--- src/sbo_pkg.sv ---
// Package for the stable bucket-order scatter block.
// Sizes, operation and status codes, and request/result/command types.
// No dependencies.
package sbo_pkg;

	localparam int MAX_LEVELS   = 16;
	localparam int MAX_ELEMENTS = 65536;

	localparam int LVL_W    = $clog2(MAX_LEVELS);
	localparam int LOADED_W = $clog2(MAX_LEVELS + 1);
	localparam int CNT_W    = $clog2(MAX_ELEMENTS + 1);

	// command queue between front and back
	localparam int QDEPTH = 4;
	localparam int QPTR_W = $clog2(QDEPTH);
	localparam int QCNT_W = $clog2(QDEPTH + 1);

	localparam logic [1:0] OP_CLEAR = 2'd0;
	localparam logic [1:0] OP_LOAD  = 2'd1;
	localparam logic [1:0] OP_PLACE = 2'd2;

	localparam logic [1:0] ST_OK         = 2'd0;
	localparam logic [1:0] ST_NOT_LOADED = 2'd1;
	localparam logic [1:0] ST_FULL       = 2'd2;

	typedef struct packed {
		logic [1:0]  operation;
		logic [16:0] level_count;
		logic [15:0] element_index;
		logic [3:0]  element_level;
	} request_t;

	typedef struct packed {
		logic [15:0] slot;
		logic [15:0] placed_index;
		logic [1:0]  status;
	} result_t;

	typedef enum logic [1:0] {
		CMD_CLEAR,
		CMD_LOAD,
		CMD_PLACE
	} cmd_kind_t;

	typedef struct packed {
		cmd_kind_t   kind;
		logic [16:0] count;
		logic [15:0] index;
		logic [3:0]  level;
	} cmd_t;

	typedef struct packed {
		logic near_full;
		logic empty;
	} q_stat_t;

endpackage

--- src/sbo_front.sv ---
// Front end: takes requests, decodes the operation, drops the unused code and
// hands commands to the queue. Depends on sbo_pkg.
module sbo_front import sbo_pkg::*; (
	input  logic     clk,
	input  logic     arst_n,
	input  logic     accept,
	input  request_t request,
	output logic     push,
	output cmd_t     push_cmd
);

	logic      vld_s1;
	cmd_t      cmd_s1;
	logic      keep;
	cmd_kind_t kind;

	always_comb begin
		keep = 1'b1;
		kind = CMD_CLEAR;
		unique case (request.operation)
			OP_CLEAR: kind = CMD_CLEAR;
			OP_LOAD:  kind = CMD_LOAD;
			OP_PLACE: kind = CMD_PLACE;
			default:  keep = 1'b0;
		endcase
	end

	always_ff @(posedge clk or negedge arst_n) begin
		if (!arst_n) begin
			vld_s1 <= 1'b0;
		end else begin
			vld_s1 <= accept && keep;
		end
	end

	always_ff @(posedge clk) begin
		if (accept) begin
			cmd_s1.kind  <= kind;
			cmd_s1.count <= request.level_count;
			cmd_s1.index <= request.element_index;
			cmd_s1.level <= request.element_level;
		end
	end

	assign push     = vld_s1;
	assign push_cmd = cmd_s1;

endmodule

--- src/sbo_queue.sv ---
// Short command FIFO decoupling front and back.
// Depends on sbo_pkg.
module sbo_queue import sbo_pkg::*; (
	input  logic    clk,
	input  logic    arst_n,
	input  logic    push,
	input  cmd_t    push_cmd,
	input  logic    pop,
	output cmd_t    head,
	output q_stat_t stat
);

	cmd_t              mem_q [QDEPTH];
	logic [QPTR_W-1:0] wr_q;
	logic [QPTR_W-1:0] rd_q;
	logic [QCNT_W-1:0] cnt_q;

	always_ff @(posedge clk or negedge arst_n) begin
		if (!arst_n) begin
			wr_q  <= '0;
			rd_q  <= '0;
			cnt_q <= '0;
		end else begin
			if (push) wr_q <= wr_q + 1'b1;
			if (pop)  rd_q <= rd_q + 1'b1;
			if (push && !pop)      cnt_q <= cnt_q + 1'b1;
			else if (pop && !push) cnt_q <= cnt_q - 1'b1;
		end
	end

	always_ff @(posedge clk) begin
		if (push) mem_q[wr_q] <= push_cmd;
	end

	assign head           = mem_q[rd_q];
	assign stat.empty     = (cnt_q == '0);
	// one command may still sit in the front stage
	assign stat.near_full = (cnt_q >= QCNT_W'(QDEPTH - 1));

	a_no_overflow: assert property (@(posedge clk) disable iff (!arst_n)
		(cnt_q == QCNT_W'(QDEPTH)) |-> (!push || pop))
		else $error("command queue overflow");

endmodule

--- src/sbo_back.sv ---
// Back end: runs clear/load/place against the level tables, one command per
// cycle, and registers the result. Depends on sbo_pkg.
module sbo_back import sbo_pkg::*; (
	input  logic    clk,
	input  logic    arst_n,
	input  q_stat_t stat,
	input  cmd_t    head,
	output logic    pop,
	output logic    result_valid,
	output result_t result
);

	logic [CNT_W-1:0]    cursor_q [MAX_LEVELS];
	logic [CNT_W-1:0]    remain_q [MAX_LEVELS];
	logic [CNT_W-1:0]    total_q;
	logic [LOADED_W-1:0] loaded_q;

	logic [LVL_W-1:0] lvl;
	logic [LVL_W-1:0] load_idx;
	logic [CNT_W-1:0] cur;
	logic [CNT_W-1:0] rem;
	logic [CNT_W-1:0] room;
	logic [CNT_W-1:0] clip;
	logic             lvl_loaded;
	logic             tbl_full;
	logic             do_load;
	logic             do_place;
	logic [1:0]       status;

	always_comb begin
		pop        = !stat.empty;
		lvl        = head.level[LVL_W-1:0];
		load_idx   = loaded_q[LVL_W-1:0];
		cur        = cursor_q[lvl];
		rem        = remain_q[lvl];
		lvl_loaded = (LOADED_W'(head.level) < loaded_q);
		tbl_full   = (loaded_q == LOADED_W'(MAX_LEVELS));
		room       = CNT_W'(MAX_ELEMENTS) - total_q;
		clip       = (head.count > room) ? room : head.count;
		do_load    = pop && (head.kind == CMD_LOAD) && !tbl_full;
		status     = ST_OK;
		if (!lvl_loaded)     status = ST_NOT_LOADED;
		else if (rem == '0)  status = ST_FULL;
		do_place   = pop && (head.kind == CMD_PLACE) && (status == ST_OK);
	end

	// level tables: no reset, only read below loaded_q
	always_ff @(posedge clk) begin
		if (do_load) begin
			cursor_q[load_idx] <= total_q;
			remain_q[load_idx] <= clip;
		end else if (do_place) begin
			cursor_q[lvl] <= cur + 1'b1;
			remain_q[lvl] <= rem - 1'b1;
		end
	end

	always_ff @(posedge clk or negedge arst_n) begin
		if (!arst_n) begin
			total_q      <= '0;
			loaded_q     <= '0;
			result_valid <= 1'b0;
		end else begin
			result_valid <= pop && (head.kind == CMD_PLACE);
			if (pop && head.kind == CMD_CLEAR) begin
				total_q  <= '0;
				loaded_q <= '0;
			end else if (do_load) begin
				total_q  <= total_q + clip;
				loaded_q <= loaded_q + 1'b1;
			end
		end
	end

	always_ff @(posedge clk) begin
		if (pop && head.kind == CMD_PLACE) begin
			result.slot         <= (status == ST_OK) ? cur[15:0] : 16'd0;
			result.placed_index <= head.index;
			result.status       <= status;
		end
	end

	a_total_bound: assert property (@(posedge clk) disable iff (!arst_n)
		total_q <= CNT_W'(MAX_ELEMENTS))
		else $error("running total beyond element limit");

	a_loaded_bound: assert property (@(posedge clk) disable iff (!arst_n)
		loaded_q <= LOADED_W'(MAX_LEVELS))
		else $error("too many levels loaded");

	a_result_from_pop: assert property (@(posedge clk) disable iff (!arst_n)
		result_valid |-> $past(pop))
		else $error("result without a dequeued command");

endmodule

--- src/stable_bucket_order_by_level.sv ---
// Stable counting-sort scatter, top level.
// Place path: front stage register, command queue, then the back end's result register.
// Throughput: one request per cycle unless busy; the back end pops one command per cycle.
// busy rises only when the four-entry command queue nears full; results cannot be stalled.
// Reset clears the queue, running total and loaded-level count; level tables are not cleared.
// Depends on sbo_pkg, sbo_front, sbo_queue, sbo_back.
module stable_bucket_order_by_level import sbo_pkg::*; (
	input  logic     clk,
	input  logic     arst_n,
	input  logic     start,
	output logic     busy,
	input  request_t request,
	output logic     result_valid,
	output result_t  result
);

	logic    accept;
	logic    push;
	logic    pop;
	cmd_t    push_cmd;
	cmd_t    head;
	q_stat_t stat;

	// a request is taken when start is high and the queue has room
	assign busy   = stat.near_full;
	assign accept = start && !busy;

	// front: decode opcode, drop the unused one
	sbo_front u_front (
		.clk      (clk),
		.arst_n   (arst_n),
		.accept   (accept),
		.request  (request),
		.push     (push),
		.push_cmd (push_cmd)
	);

	// queue keeps commands in arrival order
	sbo_queue u_queue (
		.clk      (clk),
		.arst_n   (arst_n),
		.push     (push),
		.push_cmd (push_cmd),
		.pop      (pop),
		.head     (head),
		.stat     (stat)
	);

	// back: table read-modify-write for place, append for load
	sbo_back u_back (
		.clk          (clk),
		.arst_n       (arst_n),
		.stat         (stat),
		.head         (head),
		.pop          (pop),
		.result_valid (result_valid),
		.result       (result)
	);

endmodule
--- config.mk ---
export PLATFORM = sky130hd
export DESIGN_NAME = stable_bucket_order_by_level
export DESIGN_NICKNAME = d
export VERILOG_FILES = /design/src/sbo_pkg.sv /design/src/sbo_front.sv /design/src/sbo_queue.sv /design/src/sbo_back.sv /design/src/stable_bucket_order_by_level.sv
export SDC_FILE = /design/constraint.sdc
export NUM_CORES = 1
export LEC_CHECK = 0
export ABC_CLOCK_PERIOD_IN_PS = 5800
export BUFFER_PORTS_ARGS = -buffer_cell sky130_fd_sc_hd__clkbuf_2
export CAP_MARGIN = 10
export CORE_MARGIN = 2
export CORE_UTILIZATION = 35
export CTS_CLUSTER_SIZE = 20
export DETAILED_ROUTE_END_ITERATION = 8
export HOLD_SLACK_MARGIN = 0.06
export PLACE_DENSITY_LB_ADDON = 0.08
export SLEW_MARGIN = 20
export SYNTH_ARGS = -nofsm -noshare
export SYNTH_HDL_FRONTEND = slang
export SYNTH_SLANG_ARGS = --single-unit
--- constraint.sdc ---
create_clock -name clk -period 5.8 [get_ports clk]
set_input_delay 0.29 -clock clk [delete_from_list [all_inputs] [get_ports clk]]
set_output_delay 0.29 -clock clk [all_outputs]
set_load 0.02 [all_outputs]
# After elaboration in Yosys (flattened, before gate mapping)
# Memories as Yosys holds them, arrays and structs flattened.
# Index checks and enable logic that the tools add are counted.
dict set report totals {
  output_inout_bits 36
  ff_bits 104
  in_bits 42
  n_memories 3
  ram_bits 700
  elab_cells 81
}
dict set report op_classes {
  reduce_logical 23
  mux 24
  eq_ne 5
  n_addsub 9
  magnitude_cmp 3
}
# memory depth word_bits read_ports rd_clocked_by_memory_dff write_ports line_no
set memory_table {}
lappend memory_table {u_back.cursor_q 16 17 1 0 1 sbo_back.sv:13} ;# logic [CNT_W-1:0] cursor_q [MAX_LEVELS];
lappend memory_table {u_back.remain_q 16 17 1 0 1 sbo_back.sv:14} ;# logic [CNT_W-1:0] remain_q [MAX_LEVELS];
lappend memory_table {u_queue.mem_q 4 39 1 0 1 sbo_queue.sv:13} ;# cmd_t mem_q [QDEPTH];
# cell n
set ops {}
lappend ops {{17-bit 2-to-1 mux} 5}
lappend ops {{17-bit OR reduction} 2}
lappend ops {{17-bit by 1-bit adder with 17-bit output (second input constant)} 1}
lappend ops {{17-bit adder} 1}
lappend ops {{17-bit > comparator} 1}
lappend ops {{17-bit zero test} 1}
lappend ops {{17-bit by 1-bit subtractor with 17-bit output (second input constant)} 1}
lappend ops {{17-bit subtractor (first input constant)} 1}
lappend ops {{1-bit 2-to-1 mux} 10}
lappend ops {{5-bit 2-to-1 mux} 2}
lappend ops {{1-bit logical AND} 9}
lappend ops {{4-bit 2-to-1 mux} 2}
lappend ops {{2-bit zero test} 3}
lappend ops {{3-bit 2-to-1 mux} 2}
lappend ops {{5-bit by 1-bit adder with 5-bit output (second input constant)} 1}
lappend ops {{5-bit == test (second input constant)} 1}
lappend ops {{4-bit by 5-bit less-than comparator with 1-bit output} 1}
lappend ops {{2-bit by 1-bit adder with 2-bit output (second input constant)} 2}
lappend ops {{2-bit by 1-bit == test with 1-bit output (second input constant)} 2}
lappend ops {{2-bit == test (second input constant)} 2}
lappend ops {{1-bit zero test} 4}
lappend ops {{2-bit 2-to-1 mux} 2}
lappend ops {{2-bit case mux with 2 select lines} 1}
lappend ops {{2-bit nonzero test} 2}
lappend ops {{5 further kinds} 5}

# Longest topological paths before layout
# An unclocked memory read counts as a cell.
dict set report depth {
  depth_word 12
  ltp_mapped 30
  depth_no_buf 29
}

# Hierarchy
# From an unflattened synthesis, not the netlist that was laid out.
dict set report unflattened {
  hier_cells 1628
  area_unflattened_um2 32274.7
}
# module area_per_inst_um2 seq_area_each_um2 instances cells_each
set modules_own_cells {}
lappend modules_own_cells {sbo_back 24974.0 17451.7 1 1346}
lappend modules_own_cells {sbo_queue 6068.3 4859.7 1 238}
lappend modules_own_cells {sbo_front 1218.7 1196.1 1 43}
lappend modules_own_cells {stable_bucket_order_by_level 13.8 0.0 1 1}

# Worst setup path before layout
# OpenSTA, ideal clock, no wires.
dict set report synth_path {
  path_type {register to register}
  start {register u_queue.rd_q[0]}
  end {register u_back.total_q[16]}
  arrival_time_ns 6.316
  path_slack_ns -0.595
  stages_incl_launch_ff 26
  path_buffers 4
  period_less_slack_ns 6.395
  setup_ns 0.079
  required_ns 5.721
  path_cell_list {dfrtp_1 > buf_6 > buf_1 > buf_1 > mux4_2 > ha_1 > nor2b_1 > o21a_1 > o21ai_0 > a21oi_1 > o41a_1 > o21ai_0 > clkbuf_1 > o21ai_0 > ha_1 > inv_1 > fa_1 > nor2b_1 > o21ai_0 > nand2b_1 > a2111oi_0 > o311ai_0 > a311o_1 > and3_1 > nor3_1 > a2bb2oi_1}
}
dict set report synth_between {
  elab_chain_cells 6
  word_cells_on_any_way 12
  cone_classes {1 x add/sub; 1 x order compare; 1 x eq/ne; 3 x mux; 5 x reduce/logical; 1 x memory}
}
# item line_no
set synth_lines {}
lappend synth_lines {{start, declared} sbo_queue.sv:15} ;# logic [QPTR_W-1:0] rd_q;
lappend synth_lines {{start signal, assigned} sbo_queue.sv:25} ;# if (pop) rd_q <= rd_q + 1'b1;
lappend synth_lines {{memory read 4 x 39 bit (*)} -}
lappend synth_lines {{17-bit > comparator} sbo_back.sv:39} ;# clip = (head.count > room) ? room : head.count;
lappend synth_lines {{17-bit 2-to-1 mux} sbo_back.sv:39}
lappend synth_lines {{17-bit adder} sbo_back.sv:69} ;# total_q <= total_q + clip;
lappend synth_lines {{17-bit 2-to-1 mux} sbo_back.sv:68} ;# end else if (do_load) begin
lappend synth_lines {{17-bit 2-to-1 mux} sbo_back.sv:65} ;# if (pop && head.kind == CMD_CLEAR) begin
lappend synth_lines {{end signal, assigned} sbo_back.sv:69}
lappend synth_lines {{end, declared} sbo_back.sv:15} ;# logic [CNT_W-1:0] total_q;
# Mark *: on every way between the ends. The rest lies on a longest branch, timed or not. The select of a mux whose other input is x is not followed.
# A chain may end at the register's enable or synchronous reset.

# Worst setup path in the final report
dict set report layout_path {
  start {register u_back.total_q[1]}
  end {register u_back.total_q[16]}
}
dict set report layout_between {
  elab_chain_cells 6
}
# item line_no
set layout_lines {}
lappend layout_lines {{17-bit subtractor} sbo_back.sv:38} ;# room = CNT_W'(MAX_ELEMENTS) - total_q;
lappend layout_lines {{17-bit > comparator} sbo_back.sv:39}
lappend layout_lines {{17-bit 2-to-1 mux} sbo_back.sv:39}
lappend layout_lines {{17-bit adder (*)} sbo_back.sv:69}
lappend layout_lines {{17-bit 2-to-1 mux (*)} sbo_back.sv:68}
lappend layout_lines {{17-bit 2-to-1 mux (*)} sbo_back.sv:65}
# Marks and branches as above.

==> results.json <==
{
  "postLayoutSetupSlackWorst_ps": 176,
  "min_to": "u_front.push_cmd[7]$_DFFE_PP_",
  "max_stage_delay_ps": 450,
  "period_share_pct": 97.0,
  "synth_cell_type_count": 75,
  "slew_violations": 0,
  "die-area_mm2": 0.0977,
  "fp-row-count": 113,
  "place_ws_ps": -260,
  "synth-seq-area-share_pct": 70.5,
  "via_per_inst": 5.07,
  "cts.htree.levels": 3,
  "async_reset_ff_share_pct": 3.93,
  "fmax_ghz": 0.178,
  "syn_area_per_cell_um2": 16.9,
  "power_per_cell_area_mw_per_mm2": 662,
  "synth_ff_type": "edfxtp_1",
  "ys_ff_latch": 788,
  "fill_cells": 8539,
  "stdcell_count": 3636,
  "grt_pass1_vias": 19100,
  "status": "complete, no violations",
  "tightest_slew_ps": 1090,
  "setup_viol": 0,
  "syn-cell-area_mm2": 0.0333,
  "crit_fanout": 8,
  "hp-start": "start",
  "drv_cap": 0,
  "drcViolationCount": 0,
  "dpl.cell_count": 3422,
  "design_area_mm2": 0.0404,
  "synth_cells": 1976,
  "synthTopCellsByArea": "edfxtp_1, mux2i_1, mux4_2",
  "hold_depth": 2,
  "cts_buffers": 90,
  "worstPathRequired_ps": 6350,
  "fin_skew_ps": 26.0,
  "hpwl_um": 56400,
  "fp.dieH_um": 313,
  "syn-num-nets": 2067,
  "finalHoldViolCount": 0,
  "cts_sinks": 788,
  "p_leak_nw": 14.3,
  "finalWirelength_um": 88300,
  "clockRootBuffer": "clkbuf_16",
  "portBuffers": 77,
  "min_period_ps": 5620,
  "holdCritPathClass": "in -> reg",
  "reg2reg_from": "u_back.total_q[1]$_DFFE_PN0P_",
  "ioPinCount": 78,
  "grt_max_degree": 73,
  "worstSetupEndpointType": "flop",
  "relSlewSlack_pct": 26.8,
  "reg2reg_slack_ps": 180,
  "arrival_ps": 6170,
  "cts_tree": "yes",
  "clock_path_buffers": 3,
  "dr.pass1.iters": 6,
  "nNetsFinal": 2385,
  "drive_above_1_share_pct": 25.2,
  "dieWidth_um": 313,
  "overflow": 0,
  "seq_area_mm2": 0.0235,
  "cp-start-kind": "flop",
  "setup_tns_ps": 0,
  "worstSkewPairLatency_ps": 660,
  "wl_per_cell_um": 24.3,
  "synth_edf_count": 757,
  "rsz0062_at_grt": "true",
  "place_area_mm2": 0.0368,
  "layout_common_cells": "edfxtp_1, mux2i_1, buf_4",
  "track_usage_pct": 18.1,
  "start_util_pct": 35.2,
  "cts.clk_slew.worst_paths_ps": 60,
  "final_common_cell": "edfxtp_1",
  "path_class": "reg -> reg",
  "rr_endpoint": "u_back.total_q[16]$_DFFE_PN0P_",
  "design.core.area_mm2": 0.0947,
  "ant_nets": 0,
  "crit_slowest_cell": "a2111oi_4",
  "antenna_cells": 0,
  "synth_area_leader_cell": "edfxtp_1",
  "r2r_cells": 27,
  "multi_input_area_mm2": 0.00958,
  "crit_path_start": "u_back.total_q[1]$_DFFE_PN0P_",
  "dr.first_iter.drc_count": 1211,
  "ir_drop_mv": 0.350,
  "antenna_found_initial": 0,
  "area_growth_pct": 21.3,
  "ys_warn_count": 0,
  "synth_top_cell_area_share_pct": 68.2,
  "grt_pass1_wl_um": 130000,
  "place_congestion": 0.801,
  "vias": 18400
}
## metal layers
metal / part of all wire [%] / wire, µm / track usage, % / up-vias
li1: - / - / - / 8445
met1: 47 / 41300 / 25.3 / 9516
met2: 48 / 42200 / 29.8 / 339
met3: 3.4 / 3010 / 2.74 / 118
met4: 2.0 / 1790 / 4.44 / 0
met5: 0 / 0 / 0 / -
## report_power, final
group	internal [mW]	total [mW]	switching, mW
clock	3.32	5.62	2.29
sequential	8.56	8.87	0.308
combinational	4.70	12.3	7.59
total	16.6	26.8	10.2
## sequential cells by signal (all words and copies together) (netlist names), 3 cells and up
| signal | cells |
|---|---|
| u_back.result | 34 |
| u_queue.cnt_q | 3 |
| u_back.loaded_q | 5 |
| u_queue.mem_q | 156 |
| u_back.total_q | 17 |
| u_back.remain_q | 272 |
| u_back.cursor_q | 256 |
| u_front.push_cmd | 39 |
## how the worst max path moves through the flow
| stage | endpoint | slack (ps) | cells past startpoint |
|---|---|---|---|
| 6_report | u_back.total_q[16]$_DFFE_PN0P_ | 180 | 27 |
| 5_1_grt | u_back.total_q[16]$_DFFE_PN0P_ | -100 | 29 |
| 4_1_cts | u_back.total_q[16]$_DFFE_PN0P_ | -10 | 28 |
| 3_5_place_dp | u_back.total_q[16]$_DFFE_PN0P_ | -260 | 28 |
| 3_3_place_gp | u_back.total_q[16]$_DFFE_PN0P_ | -250 | 30 |
| 2_1_floorplan | u_back.cursor_q[0][0]$_DFFE_PP_ | -570 | 19 |
## layout make-up
class,count,share of cell area (%)
Clock inverter,54,1.26
Sequential cell,788,58.1
Tap cell,1265,3.91
Inverter,37,0.343
Clock buffer,115,6.00
Timing Repair Buffer,319,6.66
Multi-Input combinational cell,1058,23.7
## synth_stat cells (4+ instances only)
library cell and instances:
a32oi_1 10, a31oi_1 5, ha_1 48, nor3b_1 5
nand2b_1 8, inv_1 36, buf_1 7, o21ai_0 39
a21o_1 7, mux2_1 8, buf_4 17, o31ai_1 4
o22ai_1 9, mux2_2 22, xor2_1 27, mux2_4 15
nor3_1 28, nand3b_1 4, xnor2_1 34, clkbuf_1 27
or3_1 8, and2_1 29, nand2_1 105, mux2i_1 241
edfxtp_1 757, mux4_2 60, nor2b_1 25, nand3_1 23
a21oi_1 45, buf_6 31, or4_1 6, nor2_1 73
buf_2 11, o211ai_1 11, dfrtp_1 31, o21a_1 5
a22oi_1 20, o32ai_1 22, nand4_1 14, a211oi_1 46
## critical path: cells and delay by family, from the launching register on
family | cells | cell delay [ps]
AOI/OAI and AO/OA | 12 | 2650
xor gates and xnor gates | 1 | 130
adders and majority gates | 4 | 750
buffers and inverters | 5 | 550
DFF | 1 | 390
and+or+nand+nor | 5 | 1050
## through the flow
| stage | power, mW | utilization, % | hold WS (ps) |
|---|---|---|---|
| 2_1_floorplan | 16.1 | - | -5.59 |
| 3_3_place_gp | 21.0 | 38.9 | 467 |
| 3_5_place_dp | 21.1 | 38.9 | 469 |
| 4_1_cts | 26.9 | 42.5 | 283 |
| 5_1_grt | 28.3 | 42.7 | 258 |
| 6_report | 26.8 | 42.7 | 261 |
## kinds of logic after synthesis
logic type	share of synthesized area (%)
flip-flops	70.5
AO/OA/AOI/OAI	5.27
multiplexers	13.0
buffers and inverters	2.40
XOR/XNOR	1.60
adder cells (fa/ha/maj)	1.86
AND/OR/NAND/NOR	5.35
## timing repair
action                                  4_1_cts  5_1_grt
pin swaps                                     6       25
resized for setup                            13       45
buffers inserted                              1        4
hold buffers                                 41        0
endpoints found under the setup margin        5       53
endpoints found under the hold margin        71        0
(Power assumes the default switching activity.)
